`src/rtl/tbgd_pkg.sv`:
```
// ----------------------------------------------------------------------------
// tbgd_pkg: shared types and constants of the three-button gesture detector
// Register indexes, reset values, field positions and the saturating add.
// ----------------------------------------------------------------------------
`default_nettype none

package tbgd_pkg;

    localparam int unsigned TICK_W   = 8;
    localparam int unsigned MS_W     = 16;
    localparam int unsigned CFG_IDX_W = 2;
    localparam int unsigned EV_W     = 5;
    localparam int unsigned SK_W     = 3;

    // configuration register indexes
    typedef enum logic [CFG_IDX_W-1:0] {
        REG_TICK_PERIOD = 2'd0,
        REG_CLICK_MAX   = 2'd1,
        REG_LONG_PRESS  = 2'd2
    } t_cfg_reg;

    localparam logic [TICK_W-1:0] TICK_PERIOD_RST = 8'd25;
    localparam logic [MS_W-1:0]   CLICK_MAX_RST   = 16'd500;
    localparam logic [MS_W-1:0]   LONG_PRESS_RST  = 16'd1200;

    // event flag positions
    localparam int unsigned EV_PLUS_CLICK  = 0;
    localparam int unsigned EV_MINUS_CLICK = 1;
    localparam int unsigned EV_BOTH_LONG   = 2;
    localparam int unsigned EV_ESC_LONG    = 3;
    localparam int unsigned EV_ESC_CLICK   = 4;

    // skip flag positions
    localparam int unsigned SK_PLUS  = 0;
    localparam int unsigned SK_MINUS = 1;
    localparam int unsigned SK_BOTH  = 2;

    // held counter plus tick period, clamped at all ones
    function automatic logic [MS_W-1:0] sat_add(input logic [MS_W-1:0]   held,
                                                input logic [TICK_W-1:0] tick);
        logic [MS_W:0] sum;
        sum = {1'b0, held} + {{(MS_W+1-TICK_W){1'b0}}, tick};
        return sum[MS_W] ? {MS_W{1'b1}} : sum[MS_W-1:0];
    endfunction

endpackage

`default_nettype wire

```
`src/rtl/three_button_gesture_detector.sv`:
```
// ----------------------------------------------------------------------------
// three_button_gesture_detector
// Click, joint long press and escape gestures from sampled button levels.
// ----------------------------------------------------------------------------
// Each input item is one sample tick carrying the levels of the plus, minus
// and escape buttons (active high) and a clear request. Every tick yields
// exactly one result item holding the five sticky event flags as they stand
// after that tick. The block takes one item per clock: the whole tick update
// is a single pass of short logic from the state registers into the event
// register, which doubles as the output register, so s_axis_tready only
// drops while a result waits and m_axis_tready is low. Configuration writes
// land at once and should be issued only while no tick is in flight.
`default_nettype none

module three_button_gesture_detector (
    input  wire logic                             i_clk,
    input  wire logic                             i_rst_n,
    // tick input
    input  wire logic                             s_axis_tvalid,
    output logic                                  s_axis_tready,
    // [0] plus_down, [1] minus_down, [2] esc_down, [3] clear_events, [7:4] zero
    input  wire logic [7:0]                       s_axis_tdata,
    // event output
    output logic                                  m_axis_tvalid,
    input  wire logic                             m_axis_tready,
    // [0] plus_click, [1] minus_click, [2] both_long, [3] esc_long,
    // [4] esc_click, [7:5] zero
    output logic [7:0]                            m_axis_tdata,
    // configuration write port
    input  wire logic                             i_cfg_we,
    input  wire logic [tbgd_pkg::CFG_IDX_W-1:0]   i_cfg_idx,
    input  wire logic [tbgd_pkg::MS_W-1:0]        i_cfg_data
);
    import tbgd_pkg::*;

    // configuration
    logic [TICK_W-1:0] r_tick_period;
    logic [MS_W-1:0]   r_click_max;
    logic [MS_W-1:0]   r_long_press;

    // tick state
    logic [2:0]        r_prev;      // bit0 plus, bit1 minus, bit2 escape
    logic [MS_W-1:0]   r_plus_ms;
    logic [MS_W-1:0]   r_minus_ms;
    logic [MS_W-1:0]   r_esc_ms;
    logic [SK_W-1:0]   r_skip;
    logic [EV_W-1:0]   r_ev;        // also the result payload
    logic              r_out_valid;

    logic [2:0]        n_prev;
    logic [MS_W-1:0]   n_plus_ms;
    logic [MS_W-1:0]   n_minus_ms;
    logic [MS_W-1:0]   n_esc_ms;
    logic [SK_W-1:0]   n_skip;
    logic [EV_W-1:0]   n_ev;

    logic in_accept;
    logic p_now, m_now, e_now, clr;

    assign s_axis_tready = !r_out_valid || m_axis_tready;
    assign in_accept     = s_axis_tvalid && s_axis_tready;

    assign p_now = s_axis_tdata[0];
    assign m_now = s_axis_tdata[1];
    assign e_now = s_axis_tdata[2];
    assign clr   = s_axis_tdata[3];

    assign m_axis_tvalid = r_out_valid;
    assign m_axis_tdata  = {{(8-EV_W){1'b0}}, r_ev};

    // Configuration: unknown indexes drop the write.
    always_ff @(posedge i_clk) begin
        if (!i_rst_n) begin
            r_tick_period <= TICK_PERIOD_RST;
            r_click_max   <= CLICK_MAX_RST;
            r_long_press  <= LONG_PRESS_RST;
        end else if (i_cfg_we) begin
            unique case (t_cfg_reg'(i_cfg_idx))
                REG_TICK_PERIOD: r_tick_period <= i_cfg_data[TICK_W-1:0];
                REG_CLICK_MAX:   r_click_max   <= i_cfg_data;
                REG_LONG_PRESS:  r_long_press  <= i_cfg_data;
                default: ;
            endcase
        end
    end

    // One tick: clear, then plus, then minus, then escape. Minus sees the
    // plus counter and skip flags already updated by this tick.
    always_comb begin
        n_ev       = clr ? '0 : r_ev;
        n_skip     = r_skip;
        n_plus_ms  = r_plus_ms;
        n_minus_ms = r_minus_ms;
        n_esc_ms   = r_esc_ms;

        // plus
        if (!p_now) begin
            if (r_prev[0]) begin
                if (!n_skip[SK_PLUS]) begin
                    if (n_plus_ms < r_click_max) n_ev[EV_PLUS_CLICK] = 1'b1;
                end else begin
                    n_skip[SK_BOTH] = 1'b0;     // re-arm joint detection
                end
                n_skip[SK_PLUS] = 1'b0;
            end
            n_plus_ms = '0;
        end else if (r_prev[0]) begin
            n_plus_ms = sat_add(n_plus_ms, r_tick_period);
            if (n_plus_ms > r_long_press && n_minus_ms > r_long_press &&
                !n_skip[SK_BOTH]) begin
                n_ev[EV_BOTH_LONG] = 1'b1;
                n_skip = '1;
            end
        end

        // minus
        if (!m_now) begin
            if (r_prev[1]) begin
                if (!n_skip[SK_MINUS]) begin
                    if (n_minus_ms < r_click_max) n_ev[EV_MINUS_CLICK] = 1'b1;
                end else begin
                    n_skip[SK_BOTH] = 1'b0;
                end
                n_skip[SK_MINUS] = 1'b0;
            end
            n_minus_ms = '0;
        end else if (r_prev[1]) begin
            n_minus_ms = sat_add(n_minus_ms, r_tick_period);
            if (n_plus_ms > r_long_press && n_minus_ms > r_long_press &&
                !n_skip[SK_BOTH]) begin
                n_ev[EV_BOTH_LONG] = 1'b1;
                n_skip = '1;
            end
        end

        // escape: long press reported once, counter parked at zero after it
        if (!e_now) begin
            n_esc_ms = '0;
            if (r_prev[2]) n_ev[EV_ESC_CLICK] = 1'b1;
        end else if (!n_ev[EV_ESC_LONG] && r_prev[2]) begin
            n_esc_ms = sat_add(n_esc_ms, r_tick_period);
            if (n_esc_ms > r_long_press) begin
                n_ev[EV_ESC_LONG] = 1'b1;
                n_esc_ms = '0;
            end
        end else begin
            n_esc_ms = '0;
        end

        n_prev = {e_now, m_now, p_now};
    end

    // Advance state and load the result on an accepted tick.
    always_ff @(posedge i_clk) begin
        if (!i_rst_n) begin
            r_prev      <= '0;
            r_plus_ms   <= '0;
            r_minus_ms  <= '0;
            r_esc_ms    <= '0;
            r_skip      <= '0;
            r_ev        <= '0;
            r_out_valid <= 1'b0;
        end else begin
            if (in_accept) begin
                r_prev     <= n_prev;
                r_plus_ms  <= n_plus_ms;
                r_minus_ms <= n_minus_ms;
                r_esc_ms   <= n_esc_ms;
                r_skip     <= n_skip;
                r_ev       <= n_ev;
                r_out_valid <= 1'b1;
            end else if (m_axis_tready) begin
                r_out_valid <= 1'b0;
            end
        end
    end

    // Events only fall on a tick that carries a clear request.
    a_sticky_events: assert property (@(posedge i_clk) disable iff (!i_rst_n)
        (in_accept && !clr) |=> ((r_ev & $past(r_ev)) == $past(r_ev)))
        else $error("event flag dropped without clear");

    // Escape counter stays parked while its long press is reported.
    a_esc_parked: assert property (@(posedge i_clk) disable iff (!i_rst_n)
        r_ev[EV_ESC_LONG] |-> (r_esc_ms == '0))
        else $error("escape counter running after long press");

    // Joint press latch implies both release clicks are still suppressed.
    a_joint_skip: assert property (@(posedge i_clk) disable iff (!i_rst_n)
        r_skip[SK_BOTH] |-> (r_skip[SK_PLUS] && r_skip[SK_MINUS]))
        else $error("joint press latched without release suppression");

    // Input side only stalls behind a waiting result.
    a_ready_when_empty: assert property (@(posedge i_clk) disable iff (!i_rst_n)
        !r_out_valid |-> s_axis_tready)
        else $error("input stalled with empty result register");

endmodule

`default_nettype wire
```
`config.mk`:
```
export PLATFORM = sky130hd
export DESIGN_NAME = three_button_gesture_detector
export DESIGN_NICKNAME = d
export VERILOG_FILES = /design/src/rtl/tbgd_pkg.sv /design/src/rtl/three_button_gesture_detector.sv
export SDC_FILE = /design/constraint.sdc
export NUM_CORES = 1
export LEC_CHECK = 0
export ABC_AREA = 1
export BUFFER_PORTS_ARGS = -buffer_cell sky130_fd_sc_hd__buf_2
export CAP_MARGIN = 5
export CORE_UTILIZATION = 50
export CTS_CLUSTER_DIAMETER = 40
export DETAILED_ROUTE_END_ITERATION = 6
export GPL_TIMING_DRIVEN = 1
export PLACE_DENSITY = 0.73
export SETUP_SLACK_MARGIN = 0.02
export SYNTH_ARGS = -nofsm -noshare
export SYNTH_HDL_FRONTEND = slang
export SYNTH_SLANG_ARGS = --single-unit
```
`constraint.sdc`:
```
create_clock -name i_clk -period 4.2 [get_ports i_clk]
set_input_delay 0.21 -clock i_clk [delete_from_list [all_inputs] [get_ports i_clk]]
set_output_delay 0.21 -clock i_clk [all_outputs]
set_load 0.005 [all_outputs]
```
==> results.md <==
- Final period util: 90.6%
- Least-Margin Pin Slew: 0.986 ns
- CP startpoint kind: flip-flop
- Worst skew pair latency: 0.37 ns
- Synth Area in Simple Gates: 27.8%
- DRT antenna net count: 0
- Hold Path Cell Cnt: 3
- Sum of negative setup slack: 0 ns
- Mapped Area: 8360 sq um
- Total clock sinks: 100
- CTS buffer count: 9
- Wire per inst: 15.3 um
- Post-DP Area: 8720 sq um
- Initial DRC count: 594
- Via count: 7,986
- Syn Inst Count: 1,215
- Area share of the largest cell type after synthesis: 23.9%
- Buffers on Ports: 33
- Vias/cell: 5.49
- Post-Synth XOR/XNOR Area: 1.26%
- Final #Nets: 1,403
- Count leader, synth: nand2_1
- Top delay family on crit path: simple AND/OR/NAND/NOR gates
- Fmax: 263 MHz
- RSZ-0062 raised after global routing: false
- Crit path time final: 3.81 ns
- Max VDD drop: 0.193 mV
- Mux cell area share after synthesis: 0%
- Initial Util: 51.9%
- Maximum number of pins on one net before global-route repair: 61
- Area Overhead vs Synth: 7.65%
- DIE AREA: 17,200 sq um
- Post-DP HPWL: 16.9 mm
- Synth area leaders: dfxtp_1 (24%), ha_1 (20%), nand2_1 (12%)
- H-tree levels: 3
- GR Util All Layers: 26.2%
- HP Start: i_cfg_data[0]
- Post-CTS Setup Bufs: 0
- Hold Vio Cnt, Final: 0
- Warnings, synthesis: 0
- WHS Endpoint: r_tick_period[0]
- CP cell instances: ha_1, fa_1, nand2_1, inv_1, nand2_1, nand2_2, nand2_1, nand3_2, nand2_2, nor3_4, nand3_2, inv_1, or2_2, ha_1, nand4_1, nor3_1, nor2_1, nand3_1, nor2_1, nor2_1, a21oi_1
- GP Congestion: 0.904
- Yosys reg bits: 100
- CP max-delay cell: fa_1
- Critical R2R Capture: r_ev[2]
- Drt pass-1 iters: 5
- I/O pin count: 41
- Main combinational cell family by area after synthesis: simple AND/OR/NAND/NOR gates
- CP max FO: 14
- Final setup fails: 0
- Worst reg2reg startpoint: r_tick_period[0]
- ANT cells: 0
- Maximum root-to-sink buffer count: 2
- Post-synth EDFFs: 0
- Critical path data required time: 4.45 ns
- Critical path's largest stage delay: 0.40 ns
- Post-synth cell types: 45
- CTS tree: done
- Worst Skew: 0.00871 ns
- Reg2reg setup slack: 0.39 ns
- Final Cell Area: 9000 sq um
- Crit path from: r_tick_period[0]
- Routed WL: 22.3 mm
- Register area share after synthesis: 23.9%
- Avg Synthesized Cell Area: 6.88 sq um
- Pins Over Slew Limit: 0
- Compound-Gate Fraction of Synth Area: 17.5%
- Critical path type: flip-flop to flip-flop
- CTS root buf: clkbuf_16
- Class of the worst hold path: primary input to flip-flop
- Cell Rows: 46
- Rel. slew slack: 34.3%
- Leakage power: 4.46 nW
- Clk slew on worst S/H paths: 0.07 ns
- Power per cell area: 264 nW/um^2
- CP Capture Type: flip-flop
- Critical path data arrival time: 4.06 ns
- Width of the die: 131 um
- Synth Flop Type: dfxtp_1
- GR Overflow Total: 0
- Chip Height: 131 um
- Asr flop ratio synth: 0%
- Yosys top cell by area: dfxtp_1
- Vias in the first global route: 7,145
- Layout cells sized above 1: 9.28%
- Post-synthesis adder-cell area fraction: 20.8%
- Most frequent cells after synthesis: nand2_1 (265), a21oi_1 (152), inv_1 (139)
- Floorplan core area: 16,100 sq um
- Initial antenna violation count: 0
- Status: completed
- First-pass GRT wire length: 36.3 mm
- CP bufs+invs: 2
- Worst r2r path cells: 21
- Remaining DRCs: 0
- Max-Cap Viols: 0
==> repair_timing <==
| action | CTS | global route |
|---|---|---|
| endpoints found under the setup margin | 0 | 4 |
| hold buffers | 0 | 0 |
| endpoints found under the hold margin | 0 | 0 |
| resized for setup | 0 | 1 |
==> kinds of logic after synthesis <==
family	Yosys count
xor+xnor	12
simple gates	513
fa+ha+maj	137
other cells	1
compound gates	269
flops	100
buf+inv	183
==> worst max-delay path by stage <==
stage / endpoint / slack, ns / cells after the start
3_3_place_gp: r_esc_ms[8] / 0.43 / 23
2_1_floorplan: r_esc_ms[10] / 1.00 / 23
5_1_grt: r_ev[2] / 0.11 / 24
3_5_place_dp: r_esc_ms[12] / 0.39 / 22
6_report: r_ev[2] / 0.39 / 21
4_1_cts: r_esc_ms[15] / 0.35 / 22
==> layer usage <==
metal  wire length (um)  up-vias  track usage [%]
met2              10300      215             43.9
met4                532        0             8.53
met3                995       38             3.16
met1              10500     3593             34.9
met5                  0        -                0
li1                   -     4140                -
==> cells in the final DEF, fill, tap and decap left out, types with 17 or more instances in the layout <==
master	instances
nand2_1	265
buf_2	33
nand3_1	80
ha_1	134
nand4_1	23
nor2_1	71
inv_1	139
dfxtp_1	100
o21ai_0	76
nand2_2	17
a21oi_1	152
==> sequential cells by signal, summed over array words and instances (netlist names) <==
| signal | cells |
|---|---|
| r_esc_ms | 16 |
| r_prev | 3 |
| r_minus_ms | 16 |
| r_plus_ms | 16 |
| m_axis_tvalid | 1 |
| r_long_press | 16 |
| r_skip | 3 |
| r_click_max | 16 |
| r_tick_period | 8 |
| r_ev | 5 |
==> final cells by class <==
class,count,area [sq um]
clock buffers,10,239
clock inverters,5,36.3
well taps,216,270
multi-input cells,934,5640
fillers,1580,7120
repair buffers,44,260
flip-flops and latches,100,2000
inverters,146,548
==> tightest hold or removal path: stages <==
cell and delay [ns]:
buf_2 0.10, nand2_1 0.05, nand3_1 0.07
==> per-stage QoR <==
step / std cells / hold slack (ns) / util (%) / power, mW / setup WS, ns
after global placement: 1440 / 0.455 / 54.1 / 1.53 / 0.426
after global routing: 1455 / 0.111 / 55.8 / 2.49 / 0.109
final: 1455 / 0.0866 / 55.8 / 2.37 / 0.393
after detailed placement: 1440 / 0.460 / 54.1 / 1.55 / 0.386
after CTS: 1455 / 0.0847 / 55.8 / 2.38 / 0.349
after floorplan: 1217 / 0.336 / - / 1.41 / 1.00
==> power breakdown <==
group	total [mW]	leakage [nW]	switching [mW]	internal (mW)
Combinational	0.515	3.52	0.328	0.187
Sequential	1.02	0.816	0.0374	0.985
Clock	0.833	0.127	0.416	0.417
Total	2.37	4.46	0.782	1.59
Note: power is estimated with default switching activity, not from simulation.
